**config.mk**
```make
export PLATFORM = sky130hd
export DESIGN_NAME = length_field_frame_splitter
export DESIGN_NICKNAME = d
export VERILOG_FILES = /design/src/rtl/core/lffs_pkg.sv /design/src/rtl/core/lffs_ctrl.sv /design/src/rtl/core/lffs_dp.sv /design/src/rtl/core/length_field_frame_splitter.sv
export VERILOG_INCLUDE_DIRS = /design/src /design/src/rtl/core
export SDC_FILE = /design/constraint.sdc
export NUM_CORES = 1
export LEC_CHECK = 0
export BUFFER_PORTS_ARGS = -buffer_cell sky130_fd_sc_hd__buf_2
export CORE_UTILIZATION = 40
export DETAILED_ROUTE_END_ITERATION = 6
export GPL_TIMING_DRIVEN = 0
export PLACE_DENSITY = 0.57
export SYNTH_ARGS = -nofsm -noshare
export SYNTH_HDL_FRONTEND = slang
export SYNTH_SLANG_ARGS = --single-unit
```
**constraint.sdc**
```tcl
create_clock -name clk -period 4.4 [get_ports clk]
set_input_delay 0.88 -clock clk [delete_from_list [all_inputs] [get_ports clk]]
set_output_delay 0.88 -clock clk [all_outputs]
set_load 0.1 [all_outputs]
```
**src/rtl/core/length_field_frame_splitter_macros.svh**
```systemverilog
// Assertion macros for the length field frame splitter.
// Used by the top level only; no other dependencies.
`ifndef LENGTH_FIELD_FRAME_SPLITTER_MACROS_SVH
`define LENGTH_FIELD_FRAME_SPLITTER_MACROS_SVH
`ifndef SYNTHESIS
`define LFFS_ASSERT_SAME(lbl, ck, rs, ante, cons) \
  lbl: assert property (@(posedge ck) disable iff (rs) (ante) |-> (cons)) \
    else $error("lffs: same-cycle check failed");
`define LFFS_ASSERT_NEXT(lbl, ck, rs, ante, cons) \
  lbl: assert property (@(posedge ck) disable iff (rs) (ante) |=> (cons)) \
    else $error("lffs: next-cycle check failed");
`else
`define LFFS_ASSERT_SAME(lbl, ck, rs, ante, cons)
`define LFFS_ASSERT_NEXT(lbl, ck, rs, ante, cons)
`endif
`endif

```
**src/rtl/core/lffs_pkg.sv**
```systemverilog
// Shared constants, codes and controller/datapath interface types for the
// length field frame splitter. No dependencies.
package lffs_pkg;

  localparam int MAX_HEADER = 16;
  localparam int HDR_AW     = $clog2(MAX_HEADER);
  localparam int CFG_DW     = 32;
  localparam int CFG_IW     = 3;
  localparam int LEN_W      = 64;

  localparam logic [CFG_IW-1:0] REG_HEADER_BYTES   = 3'd0;
  localparam logic [CFG_IW-1:0] REG_FIELD_OFFSET   = 3'd1;
  localparam logic [CFG_IW-1:0] REG_FIELD_WIDTH    = 3'd2;
  localparam logic [CFG_IW-1:0] REG_MSB_FIRST      = 3'd3;
  localparam logic [CFG_IW-1:0] REG_COUNTS_HEADER  = 3'd4;
  localparam logic [CFG_IW-1:0] REG_MAX_FRAME      = 3'd5;

  localparam logic [3:0] FW_TWO   = 4'd2;
  localparam logic [3:0] FW_FOUR  = 4'd4;
  localparam logic [3:0] FW_EIGHT = 4'd8;

  typedef enum logic [1:0] {
    ST_OK     = 2'd0,
    ST_CONFIG = 2'd1,
    ST_WIDTH  = 2'd2,
    ST_FRAME  = 2'd3
  } lffs_status_t;

  typedef struct packed {
    logic         take;
    logic         hdr_write;
    logic         len_start;
    logic         len_run;
    logic         chk;
    logic         hdr_emit;
    logic         hdr_end;
    logic         body_emit;
    logic         err_emit;
    lffs_status_t err_code;
  } lffs_cmd_t;

  typedef struct packed {
    lffs_status_t cfg_code;
    logic         hdr_complete;
    logic         len_done;
    logic         frame_bad;
    logic         hdr_last;
    logic         body_last;
    logic         out_free;
  } lffs_stat_t;

endpackage

```
**src/rtl/core/lffs_ctrl.sv**
```systemverilog
// Controller for the length field frame splitter: sequences header capture,
// length read, size check and result emission. Depends on lffs_pkg.
module lffs_ctrl (
  input  logic               clk,
  input  logic               rst,
  input  logic               byte_valid,
  output logic               byte_stall,
  input  lffs_pkg::lffs_stat_t stat,
  output lffs_pkg::lffs_cmd_t  cmd
);

  typedef enum logic [2:0] {
    S_IDLE,
    S_LEN,
    S_CHK,
    S_HDR,
    S_BODY,
    S_ERR
  } state_t;

  typedef enum logic [1:0] {
    PH_HEADER,
    PH_BODY,
    PH_ERROR
  } phase_t;

  state_t               state;
  phase_t               phase;
  lffs_pkg::lffs_status_t err_code;
  logic                 accept;
  logic                 cfg_ok;

  assign accept     = byte_valid && (state == S_IDLE);
  assign cfg_ok     = (stat.cfg_code == lffs_pkg::ST_OK);
  assign byte_stall = (state != S_IDLE);

  always_comb begin
    cmd           = '0;
    cmd.take      = accept;
    cmd.hdr_write = accept && cfg_ok && (phase == PH_HEADER);
    cmd.len_start = cmd.hdr_write && stat.hdr_complete;
    cmd.len_run   = (state == S_LEN);
    cmd.chk       = (state == S_CHK);
    cmd.hdr_emit  = (state == S_HDR) && stat.out_free;
    cmd.hdr_end   = (phase == PH_HEADER);
    cmd.body_emit = (state == S_BODY) && stat.out_free;
    cmd.err_emit  = (state == S_ERR) && stat.out_free;
    cmd.err_code  = err_code;
  end

  always_ff @(posedge clk) begin
    if (rst) begin
      state    <= S_IDLE;
      phase    <= PH_HEADER;
      err_code <= lffs_pkg::ST_OK;
    end else begin
      unique case (state)
        S_IDLE: begin
          if (accept) begin
            if (!cfg_ok) begin
              err_code <= stat.cfg_code;
              state    <= S_ERR;
            end else if (phase == PH_ERROR) begin
              err_code <= lffs_pkg::ST_FRAME;
              state    <= S_ERR;
            end else if (phase == PH_BODY) begin
              state <= S_BODY;
            end else if (stat.hdr_complete) begin
              state <= S_LEN;
            end
          end
        end
        S_LEN: begin
          if (stat.len_done) begin
            state <= S_CHK;
          end
        end
        S_CHK: begin
          if (stat.frame_bad) begin
            phase    <= PH_ERROR;
            err_code <= lffs_pkg::ST_FRAME;
            state    <= S_ERR;
          end else begin
            state <= S_HDR;
            if (stat.body_last && !stat.frame_bad) begin
              phase <= PH_BODY;
            end
          end
        end
        S_HDR: begin
          if (stat.out_free && stat.hdr_last) begin
            state <= S_IDLE;
          end
        end
        S_BODY: begin
          if (stat.out_free) begin
            state <= S_IDLE;
            if (stat.body_last) begin
              phase <= PH_HEADER;
            end
          end
        end
        S_ERR: begin
          if (stat.out_free) begin
            state <= S_IDLE;
          end
        end
        default: begin
          state <= S_IDLE;
        end
      endcase
    end
  end

endmodule

```
**src/rtl/core/lffs_dp.sv**
```systemverilog
// Datapath for the length field frame splitter: configuration registers,
// header store, length assembly, size check and the result register.
// Depends on lffs_pkg.
module lffs_dp (
  input  logic                             clk,
  input  logic                             rst,
  input  logic                             cfg_write,
  input  logic [lffs_pkg::CFG_IW-1:0]      cfg_index,
  input  logic [lffs_pkg::CFG_DW-1:0]      cfg_data,
  input  logic [7:0]                       data_byte,
  input  lffs_pkg::lffs_cmd_t              cmd,
  output lffs_pkg::lffs_stat_t             stat,
  output logic                             result_valid,
  input  logic                             result_stall,
  output logic [7:0]                       out_byte,
  output logic                             frame_start,
  output logic                             frame_end,
  output logic                             run_last,
  output lffs_pkg::lffs_status_t           status
);

  logic [4:0]  header_bytes;
  logic [3:0]  field_offset;
  logic [3:0]  field_width;
  logic        msb_first;
  logic        length_counts_header;
  logic [31:0] max_frame_bytes;

  logic [7:0]  hdr_mem [lffs_pkg::MAX_HEADER];
  logic [7:0]  rd_q;
  logic        rd_en;
  logic [lffs_pkg::HDR_AW-1:0] rd_addr;

  logic [4:0]  header_count;
  logic [4:0]  hc_eff;
  logic [4:0]  hc_inc;
  logic [7:0]  data_q;

  logic [3:0]  len_idx;
  logic        len_pend;
  logic [lffs_pkg::LEN_W-1:0] len_acc;
  logic [3:0]  len_sel;
  logic        len_more;

  logic [31:0] hb32;
  logic [31:0] len_lo;
  logic [31:0] limit;
  logic [31:0] body;
  logic [31:0] body_remaining;
  logic [4:0]  off_end;
  logic [lffs_pkg::HDR_AW-1:0] emit_idx;

  lffs_pkg::lffs_status_t cfg_code;

  always_ff @(posedge clk) begin
    if (rst) begin
      header_bytes         <= 5'd4;
      field_offset         <= 4'd0;
      field_width          <= lffs_pkg::FW_FOUR;
      msb_first            <= 1'b1;
      length_counts_header <= 1'b0;
      max_frame_bytes      <= 32'd65536;
    end else if (cfg_write) begin
      unique case (cfg_index)
        lffs_pkg::REG_HEADER_BYTES:  header_bytes         <= cfg_data[4:0];
        lffs_pkg::REG_FIELD_OFFSET:  field_offset         <= cfg_data[3:0];
        lffs_pkg::REG_FIELD_WIDTH:   field_width          <= cfg_data[3:0];
        lffs_pkg::REG_MSB_FIRST:     msb_first            <= cfg_data[0];
        lffs_pkg::REG_COUNTS_HEADER: length_counts_header <= cfg_data[0];
        lffs_pkg::REG_MAX_FRAME:     max_frame_bytes      <= cfg_data[31:0];
        default: ;
      endcase
    end
  end

  assign hb32    = 32'(header_bytes);
  assign off_end = {1'b0, field_offset} + {1'b0, field_width};

  always_comb begin
    if (header_bytes == 5'd0 || header_bytes > 5'(lffs_pkg::MAX_HEADER)) begin
      cfg_code = lffs_pkg::ST_CONFIG;
    end else if (field_width != lffs_pkg::FW_TWO && field_width != lffs_pkg::FW_FOUR &&
                 field_width != lffs_pkg::FW_EIGHT) begin
      cfg_code = lffs_pkg::ST_WIDTH;
    end else if (off_end > header_bytes) begin
      cfg_code = lffs_pkg::ST_CONFIG;
    end else if (max_frame_bytes < hb32) begin
      cfg_code = lffs_pkg::ST_CONFIG;
    end else begin
      cfg_code = lffs_pkg::ST_OK;
    end
  end

  // header capture
  assign hc_eff = (header_count >= header_bytes) ? 5'd0 : header_count;
  assign hc_inc = hc_eff + 5'd1;

  always_ff @(posedge clk) begin
    if (rst) begin
      header_count <= 5'd0;
    end else if (cmd.hdr_write) begin
      header_count <= hc_inc;
    end else if ((cmd.chk && !stat.frame_bad) || (cmd.body_emit && stat.body_last)) begin
      header_count <= 5'd0;
    end
  end

  always_ff @(posedge clk) begin
    if (cmd.take) begin
      data_q <= data_byte;
    end
  end

  always_ff @(posedge clk) begin
    if (cmd.hdr_write) begin
      hdr_mem[hc_eff[lffs_pkg::HDR_AW-1:0]] <= data_byte;
    end
  end

  always_ff @(posedge clk) begin
    if (rd_en) begin
      rd_q <= hdr_mem[rd_addr];
    end
  end

  // length assembly: little endian fields are walked from the top byte down
  assign len_more = (len_idx < field_width);
  assign len_sel  = msb_first ? len_idx : (field_width - 4'd1 - len_idx);

  always_comb begin
    rd_en   = 1'b0;
    rd_addr = '0;
    if (cmd.len_run && len_more) begin
      rd_en   = 1'b1;
      rd_addr = lffs_pkg::HDR_AW'(field_offset + len_sel);
    end else if (cmd.chk) begin
      rd_en   = 1'b1;
      rd_addr = '0;
    end else if (cmd.hdr_emit) begin
      rd_en   = 1'b1;
      rd_addr = emit_idx + lffs_pkg::HDR_AW'(1);
    end
  end

  always_ff @(posedge clk) begin
    if (rst) begin
      len_idx  <= 4'd0;
      len_pend <= 1'b0;
    end else if (cmd.len_start) begin
      len_idx  <= 4'd0;
      len_pend <= 1'b0;
    end else if (cmd.len_run) begin
      len_pend <= len_more;
      if (len_more) begin
        len_idx <= len_idx + 4'd1;
      end
    end
  end

  always_ff @(posedge clk) begin
    if (cmd.len_start) begin
      len_acc <= '0;
    end else if (cmd.len_run && len_pend) begin
      len_acc <= {len_acc[lffs_pkg::LEN_W-9:0], rd_q};
    end
  end

  // frame size check
  assign len_lo = len_acc[31:0];
  assign limit  = length_counts_header ? max_frame_bytes : (max_frame_bytes - hb32);
  assign body   = length_counts_header ? (len_lo - hb32) : len_lo;

  always_ff @(posedge clk) begin
    if (cmd.chk) begin
      body_remaining <= body;
    end else if (cmd.body_emit) begin
      body_remaining <= stat.body_last ? 32'd0 : (body_remaining - 32'd1);
    end
  end

  always_ff @(posedge clk) begin
    if (cmd.chk) begin
      emit_idx <= '0;
    end else if (cmd.hdr_emit) begin
      emit_idx <= emit_idx + lffs_pkg::HDR_AW'(1);
    end
  end

  // result register
  always_ff @(posedge clk) begin
    if (rst) begin
      result_valid <= 1'b0;
    end else if (cmd.hdr_emit || cmd.body_emit || cmd.err_emit) begin
      result_valid <= 1'b1;
    end else if (!result_stall) begin
      result_valid <= 1'b0;
    end
  end

  always_ff @(posedge clk) begin
    if (cmd.hdr_emit) begin
      out_byte    <= rd_q;
      frame_start <= (emit_idx == '0);
      frame_end   <= stat.hdr_last && cmd.hdr_end;
      run_last    <= stat.hdr_last;
      status      <= lffs_pkg::ST_OK;
    end else if (cmd.body_emit) begin
      out_byte    <= data_q;
      frame_start <= 1'b0;
      frame_end   <= stat.body_last;
      run_last    <= 1'b1;
      status      <= lffs_pkg::ST_OK;
    end else if (cmd.err_emit) begin
      out_byte    <= 8'd0;
      frame_start <= 1'b0;
      frame_end   <= 1'b0;
      run_last    <= 1'b1;
      status      <= cmd.err_code;
    end
  end

  always_comb begin
    stat.cfg_code     = cfg_code;
    stat.hdr_complete = (hc_inc == header_bytes);
    stat.len_done     = !len_more && !len_pend;
    stat.frame_bad    = (|len_acc[lffs_pkg::LEN_W-1:32]) || (len_lo > limit) ||
                        (length_counts_header && (len_lo < hb32));
    stat.hdr_last     = ((5'(emit_idx) + 5'd1) == header_bytes);
    // in the check cycle this flags a non-empty body for the controller
    stat.body_last    = cmd.chk ? (body != 32'd0) : (body_remaining <= 32'd1);
    stat.out_free     = !result_valid || !result_stall;
  end

endmodule

```
**src/rtl/core/length_field_frame_splitter.sv**
```systemverilog
// Top level of the length field frame splitter: joins controller and
// datapath. Depends on lffs_pkg, lffs_ctrl, lffs_dp and the macro header.
//
//  channel  handshake                    payload
//  byte     byte_valid / byte_stall      data_byte
//  result   result_valid / result_stall  out_byte, frame_start, frame_end, run_last, status
//  config   cfg_write                    cfg_index, cfg_data
//
// A byte that leaves the header incomplete is only stored; body and error bytes then pass
// through an emit state. The byte that completes a header starts the length read (one read
// per length byte), assembly and check, and then the header emission byte by byte on the
// single read port of the header store. Synchronous reset restores register defaults.
// A stalled result register holds the controller in place; a byte may still be taken
// while the last result of the previous byte waits there.
`include "length_field_frame_splitter_macros.svh"
module length_field_frame_splitter (
  input  logic                        clk,
  input  logic                        rst,
  input  logic                        cfg_write,
  input  logic [lffs_pkg::CFG_IW-1:0] cfg_index,
  input  logic [lffs_pkg::CFG_DW-1:0] cfg_data,
  input  logic                        byte_valid,
  output logic                        byte_stall,
  input  logic [7:0]                  data_byte,
  output logic                        result_valid,
  input  logic                        result_stall,
  output logic [7:0]                  out_byte,
  output logic                        frame_start,
  output logic                        frame_end,
  output logic                        run_last,
  output logic [1:0]                  status
);

  lffs_pkg::lffs_cmd_t    cmd;
  lffs_pkg::lffs_stat_t   stat;
  lffs_pkg::lffs_status_t status_q;
  logic [2:0]             emit_vec;
  logic                   cfg_bad_take;
  logic                   bad_payload;

  lffs_ctrl u_ctrl (
    .clk        (clk),
    .rst        (rst),
    .byte_valid (byte_valid),
    .byte_stall (byte_stall),
    .stat       (stat),
    .cmd        (cmd)
  );

  lffs_dp u_dp (
    .clk          (clk),
    .rst          (rst),
    .cfg_write    (cfg_write),
    .cfg_index    (cfg_index),
    .cfg_data     (cfg_data),
    .data_byte    (data_byte),
    .cmd          (cmd),
    .stat         (stat),
    .result_valid (result_valid),
    .result_stall (result_stall),
    .out_byte     (out_byte),
    .frame_start  (frame_start),
    .frame_end    (frame_end),
    .run_last     (run_last),
    .status       (status_q)
  );

  assign status = status_q;

  assign emit_vec     = {cmd.hdr_emit, cmd.body_emit, cmd.err_emit};
  assign cfg_bad_take = cmd.take && (stat.cfg_code != lffs_pkg::ST_OK);
  assign bad_payload  = (out_byte != 8'd0) || frame_start || frame_end || !run_last;

  `LFFS_ASSERT_SAME(a_one_load, clk, rst, 1'b1, $onehot0(emit_vec))
  `LFFS_ASSERT_SAME(a_err_clean, clk, rst, result_valid && (status_q != lffs_pkg::ST_OK), !bad_payload)
  `LFFS_ASSERT_SAME(a_start_ok, clk, rst, result_valid && frame_start, status_q == lffs_pkg::ST_OK)
  `LFFS_ASSERT_NEXT(a_cfg_err_busy, clk, rst, cfg_bad_take, byte_stall)

endmodule
```
After elaboration in Yosys (flattened, before gate mapping)
Memories as Yosys holds them, arrays and structs flattened. A register that Yosys moved wholly into a read port is not among the register bits.
Index checks and enable logic that the tools add are counted.
Widths: inputs -> output; s select.
Cells by class
  eq/ne operators: 28
  $lt $le $gt $ge: 8
  shift operators: 0
  divide/modulo/power cells: 0
  reductions and logical operators: 57
  add/subtract/negate cells: 11
  bitwise gates (word level): 0
  mux-type cells: 55
  $mul: 0
Operators by type and width (number)
  $mux 32: 5
  $lt 32x5->1: 2
  $sub 32x5->32: 2
  $gt 32x32->1: 1
  $le 32x1->1 const B: 1
  $reduce_bool 32->1: 1
  $reduce_or 32->1: 1
  $sub 32x1->32 const B: 1
  $mux 3: 9
  $mux 8: 3
  $mux 2: 11
  $logic_and 1x1->1: 18
  $mux 1: 17
  $mux 4: 4
  $mux 5: 3
  $pmux 3 s5: 1
  $reduce_and 2->1: 7
  $eq 3x2->1 const B: 4
  $eq 3x3->1 const B: 4
  $eq 5x5->1: 2
  $ne 2x1->1 const B: 5
  $add 4x1->4 const B: 2
  $pmux 2 s2: 2
  $reduce_and 4->1: 2
  29 further kinds: 51
Storage, ports and cells
  memory bits (writable): 128
  input port bits: 48
  flip-flop bits (word level): 186
  output and inout bits: 15
  memory bits (read-only): 0
  word-level logic and storage cells: 182
  latch bits: 0
  memories kept: 1
Memories
  u_dp.hdr_mem: depth 16, width 8, rd ports 1, clocked after Yosys merged registers in 1, write ports 1, line lffs_dp.sv:29  | logic [7:0] hdr_mem [lffs_pkg::MAX_HEADER];

Logic depth before layout (Yosys ltp)
  word-level depth: 10
  mapped depth: 20
  mapped depth without buffers: 20

Hierarchy
Synthesis repeated with hierarchy kept, for this count alone.
Second synthesis, totals
  cells, all modules: 1722
  area total of the unflattened synthesis: 16916.2 µm²
Modules (own cells, without submodules)
  lffs_dp: cells each 1649, instances 1, seq. area each 8177.8 µm², area an instance 16359.4 µm²
  lffs_ctrl: cells each 73, instances 1, seq. area each 140.1 µm², area an instance 556.8 µm²

Worst setup path before layout
OpenSTA, ideal clock, no wires.
  path type: register to register
  from: register u_dp.field_width[0]
  to: memory u_dp.hdr_mem[4][0], enable pin
  library setup time: 0.395 ns
  slack: 0.323 ns
  arrival: 3.682 ns
  period minus slack after synthesis: 4.077 ns
  required time: 4.005 ns
  stages on the path, launching flop included: 12
  cell sequence: dfxtp_1 -> ha_1 -> fa_1 -> xor2_1 -> ha_1 -> o21ai_0 -> a21oi_1 -> o31a_1 -> or4_1 -> or2_1 -> buf_2 -> nor4_1
Between the ends
  word-level cells in the longest chain between the ends: 10
  elaborated cells on any way between the ends: 15
  classes of those cells: add/sub (1); order compare (1); eq/ne (3); mux (5); reduce/logical (5)
Ends and longest elaborated chain
  start, declared: line lffs_dp.sv:24  | logic [3:0] field_width;
  start signal, assigned: line lffs_dp.sv:59  | field_width <= lffs_pkg::FW_FOUR;
  start signal, assigned: line lffs_dp.sv:67  | lffs_pkg::REG_FIELD_WIDTH: field_width <= cfg_data[3:0];
  $add 4x4->5 (tied with other cells): line lffs_dp.sv:77  | assign off_end = {1'b0, field_offset} + {1'b0, field_width};
  $gt 5x5->1 / $logic_and 1x1->1 (equally long branches): line lffs_dp.sv:85, lffs_dp.sv:82
  $mux 2 / $logic_and 1x1->1 (equally long branches): line lffs_dp.sv:85, lffs_dp.sv:82
  $mux 2 (*): line lffs_dp.sv:82  | end else if (field_width != lffs_pkg::FW_TWO && field_width != lffs_pkg::FW_FOUR &&
  $mux 2 (*): line lffs_dp.sv:80  | if (header_bytes == 5'd0 || header_bytes > 5'(lffs_pkg::MAX_HEADER)) begin
  $logic_not 2->1 (*): line lffs_ctrl.sv:34  | assign cfg_ok = (stat.cfg_code == lffs_pkg::ST_OK);
  $logic_and 1x1->1 (*) (2 in series): line lffs_ctrl.sv:40  | cmd.hdr_write = accept && cfg_ok && (phase == PH_HEADER);
  $mux 1 (*): line lffs_dp.sv:115  | if (cmd.hdr_write) begin
  $mux 1 (implied by the code) (*): line lffs_dp.sv:116  | hdr_mem[hc_eff[lffs_pkg::HDR_AW-1:0]] <= data_byte;
  end, declared: line lffs_dp.sv:29
Every way passes the cells marked *; elsewhere a longest branch is shown, timed or not.

Worst setup path after layout
  from: register u_dp.header_bytes[2]
  to: register u_ctrl.err_code[0]
Between the ends
  word-level cells in the longest chain between the ends: 9
  elaborated cells on any way between the ends: 23
  classes of those cells: add/sub (1); order compare (5); eq/ne (2); mux (8); reduce/logical (7)
Ends and longest elaborated chain
  start, declared: line lffs_dp.sv:22  | logic [4:0] header_bytes;
  start signal, assigned: line lffs_dp.sv:65  | lffs_pkg::REG_HEADER_BYTES: header_bytes <= cfg_data[4:0];
  branches (longest 9 deep; another with $sub 32x5->32)
  end signal, assigned: line lffs_ctrl.sv:55  | err_code <= lffs_pkg::ST_OK;
  end signal, assigned: line lffs_ctrl.sv:61  | err_code <= stat.cfg_code;
  end signal, assigned: line lffs_ctrl.sv:64  | err_code <= lffs_pkg::ST_FRAME;
  end, declared: line lffs_ctrl.sv:29  | lffs_pkg::lffs_status_t err_code;
Parallel ways; which one is timed is not known. The select of a mux whose other input is x is not followed.
A chain may end at the register's enable or synchronous reset.

==> impl_metrics.toml <==
[synthesis]
synth_ff_type = "edfxtp_1"
synth_edf_count = 187
synth_cell_types = 70
syn_nets = 1709
ys_seq_elements = 322
async_flop_share = 0
avgSynthCellArea_um2 = 10.6
seq_area_frac_synth = 0.497
netlist_instances = 1578
syn_area_um2 = 16700
synth_warnings = 0

[run_status]
status = "finished, final reports clean"

[pwr]
power.total_uw = 10100
p_sw_frac = 0.346
p_clk_frac = 0.310
p_sw_uw = 3480
combPwrFrac = 0.256
p_per_area_nw_per_um2 = 522
ir_drop_uv = 305
power_frac_seq = 0.434
internal_power_uw = 6570
power_leakage_uw = 0.00664

[sta]
post-route-period-util = 0.964
rsz0062_at_grt = "true"
slew_headroom = 0.191
fmax_mhz = 236
whs_ps = 468
layout_min_cycle_time_ps = 4240
finalClockSkew_ps = 31.7
worst_pin_slew_ps = 1200
final-setup-viol-count = 0
hold_viol_final = 0
slew_violations = 0

[cells_and_area]
drive_above_1_share = 0.143
nFillCells = 3813
final_nets = 1821
fin_util = 0.470
fin_cells = 2247
n_antenna_cell = 0
area_growth_pct = 15.1

[floorplanning]
fp.coreArea_um2 = 41000
pin_count = 63
start_util = 0.408
row_count = 74
die-area_um2 = 42700
fp.dieH_um = 207
dieWidth_um = 207

[place]
place_congestion = 0.872
dpl.hpwl_um = 32400
placed_cells = 2173
portBuffers = 61

[grt]
gr-total-overflow = 0
grt_pass1_wl_um = 69200
grt_pass1_vias = 12167
antenna_found_initial = 0
grt_start_max_net_pins = 33
grt_usage = 0.212

[clocking]
cts_tree = "done"
htree_levels = 2
numCtsBuffers = 37
clock_sinks = 322
max-clock-path-buffers = 3
clkTransAtPathRegs_ps = 70
cts_hold_buf = 0
worstSkewPairLatency_ps = 560
cts-root-buf = "clkbuf_16"

[critical_path]
worstPathArrival_ps = 4640
path_max_fanout = 6
cp-endpoint = "u_ctrl.err_code[0]"
worstSetupStartpoint = "u_dp.header_bytes[2]"
ff2ff_path_depth = 17
rrSetupSlack_ps = 160
startpoint_type = "register"
critPathKind = "reg2reg"
endpoint_kind = "register"
required_ps = 4790
r2r_end = "u_ctrl.err_code[0]"
reg2reg_from = "u_dp.header_bytes[2]"

[drt]
ant_nets = 0
vias = 12412
drc = 0
drt_iter0_drc = 767
routed_wirelength_um = 44600
first_pass_iters = 6
via_per_inst = 5.52
wire_per_inst_um = 19.8

[hold_path]
min_path_type = "reg2reg"

[flow_run]
cap_viol_max_count = 0
## cells in the mapped netlist, types with 14 or more instances
library cell	instances	area (um^2)
xor2_1	26	228
nand2_1	136	510
mux2i_1	103	1030
nor4_1	46	288
nand4_1	19	119
clkbuf_1	46	173
nor2_1	150	563
edfxtp_1	187	5620
a211oi_1	34	255
xnor2_1	77	674
ha_1	78	976
o21ai_0	33	165
a21o_1	14	105
and2_1	31	194
o22ai_1	36	225
nand3_1	30	150
dfxtp_1	135	2700
inv_1	44	165
a21oi_1	78	390
nand2b_1	16	100
mux2_2	39	439
nor3_1	53	265
## per-stage QoR
step                      setup TNS [ps]  setup WS, ps  instance area [um^2]
after CTS                          -5.25         -5.25                 19100
after global routing                -661         -36.8                 19300
after global placement            -18810          -897                 17700
final                                  0           159                 19300
after detailed placement          -14010          -997                 17700
after floorplan                        0           323                 16700
## power by group through the flow
stage	combinational [uW]	sequential (uW)	clock [uW]
6_report	2570	4360	3120
5_1_grt	2850	4420	3290
2_1_floorplan	1680	4400	0
3_3_place_gp	2450	4420	0
3_5_place_dp	2510	4430	0
4_1_cts	2540	4370	3190
## cell usage in the layout (no fill, tap or decap), types with 6 or more instances in the layout
cell       instances
dfxtp_1          132
a21oi_1           76
nor3_2             7
a22o_1             8
and2_1            25
mux2i_1          103
nor4_1            40
and3_1             6
xnor2_1           77
nand2b_1          16
nor4_2             7
edfxtp_1         187
o22ai_1           36
o211ai_1          10
a21o_1            14
xor2_1            26
or3_1             10
nor2b_1            9
clkbuf_1          52
nand3_1           27
nand2_1          134
a211oi_1          34
buf_4             18
nor2_1           148
nand4_1           19
ha_1              77
clkbuf_16         38
buf_6              6
buf_2             71
or4_1              8
inv_1             41
nor3_1            48
o31ai_1            6
o21ai_0           31
mux2_2            39
a31oi_1            7
## kinds of logic (layout without fill, tap and decap cells)
logic type	after synthesis	in the layout	share of synthesized area
AOI/OAI and AO/OA	262	262	0.102
xor gates and xnor gates	105	105	0.0566
adders and majority gates	83	83	0.0643
buffers and inverters	113	250	0.0299
DFF	322	322	0.497
muxes	142	142	0.0879
and+or+nand+nor	551	551	0.163
## worst max-delay path: stages, from the launching register on
cell and delay, ps:
dfxtp_1 480, inv_2 160, ha_1 340, o21ai_1 120
a21boi_0 170, o21ai_2 220, buf_4 150, nand4b_1 140
nor3_2 170, xnor2_1 150, ha_1 270, nand4_1 180
a2111oi_1 110, or4_1 580, a32oi_4 410, a21oi_4 110
o32ai_2 200, a221oi_1 120
## sequential cells by signal, indices dropped and copies added (netlist names), 8 cells and up
register              cells
u_dp.data_q               8
u_dp.max_frame_bytes     32
u_dp.rd_q                 8
u_dp.out_byte             8
u_dp.hdr_mem            128
u_dp.body_remaining      32
u_dp.len_acc             64
## metal layers
metal	share of wire	wire, um	GRT usage	up-vias
li1	-	-	-	6063
met2	0.48	21400	0.355	272
met3	0.046	2050	0.0397	76
met4	0.028	1270	0.0777	0
met5	0	0	0	-
met1	0.45	19900	0.272	6001
## what timing repair did
action,in CTS,in global routing
pin swaps,2,8
buffers inserted,2,9
resized for setup,28,31
endpoints found under the setup margin,66,70
## area by class of cell
type                    instances  area [um^2]  share of cell area
inverters                      45          176             0.00916
multi-input cells            1143         8140               0.423
clock buffers                  50         1040              0.0538
well taps                     532          666              0.0345
plain buffers                  67          329              0.0171
flip-flops and latches        322         8330               0.432
repair buffers                 74          403              0.0209
clock inverters                14          185             0.00961
## how the worst min path moves through the flow
| stage | depth (start not counted) | endpoint | start |
|---|---|---|---|
| 2_1_floorplan | 2 | u_ctrl.err_code[1] | u_ctrl.err_code[1] |
| 3_3_place_gp | 2 | u_ctrl.err_code[1] | u_ctrl.err_code[1] |
| 3_5_place_dp | 2 | u_ctrl.err_code[1] | u_ctrl.err_code[1] |
| 4_1_cts | 2 | u_ctrl.err_code[1] | u_ctrl.err_code[1] |
| 5_1_grt | 2 | u_dp.max_frame_bytes[0] | u_dp.max_frame_bytes[0] |
| 6_report | 2 | u_ctrl.err_code[1] | u_ctrl.err_code[1] |
Note: power is estimated with default switching activity, not from simulation.
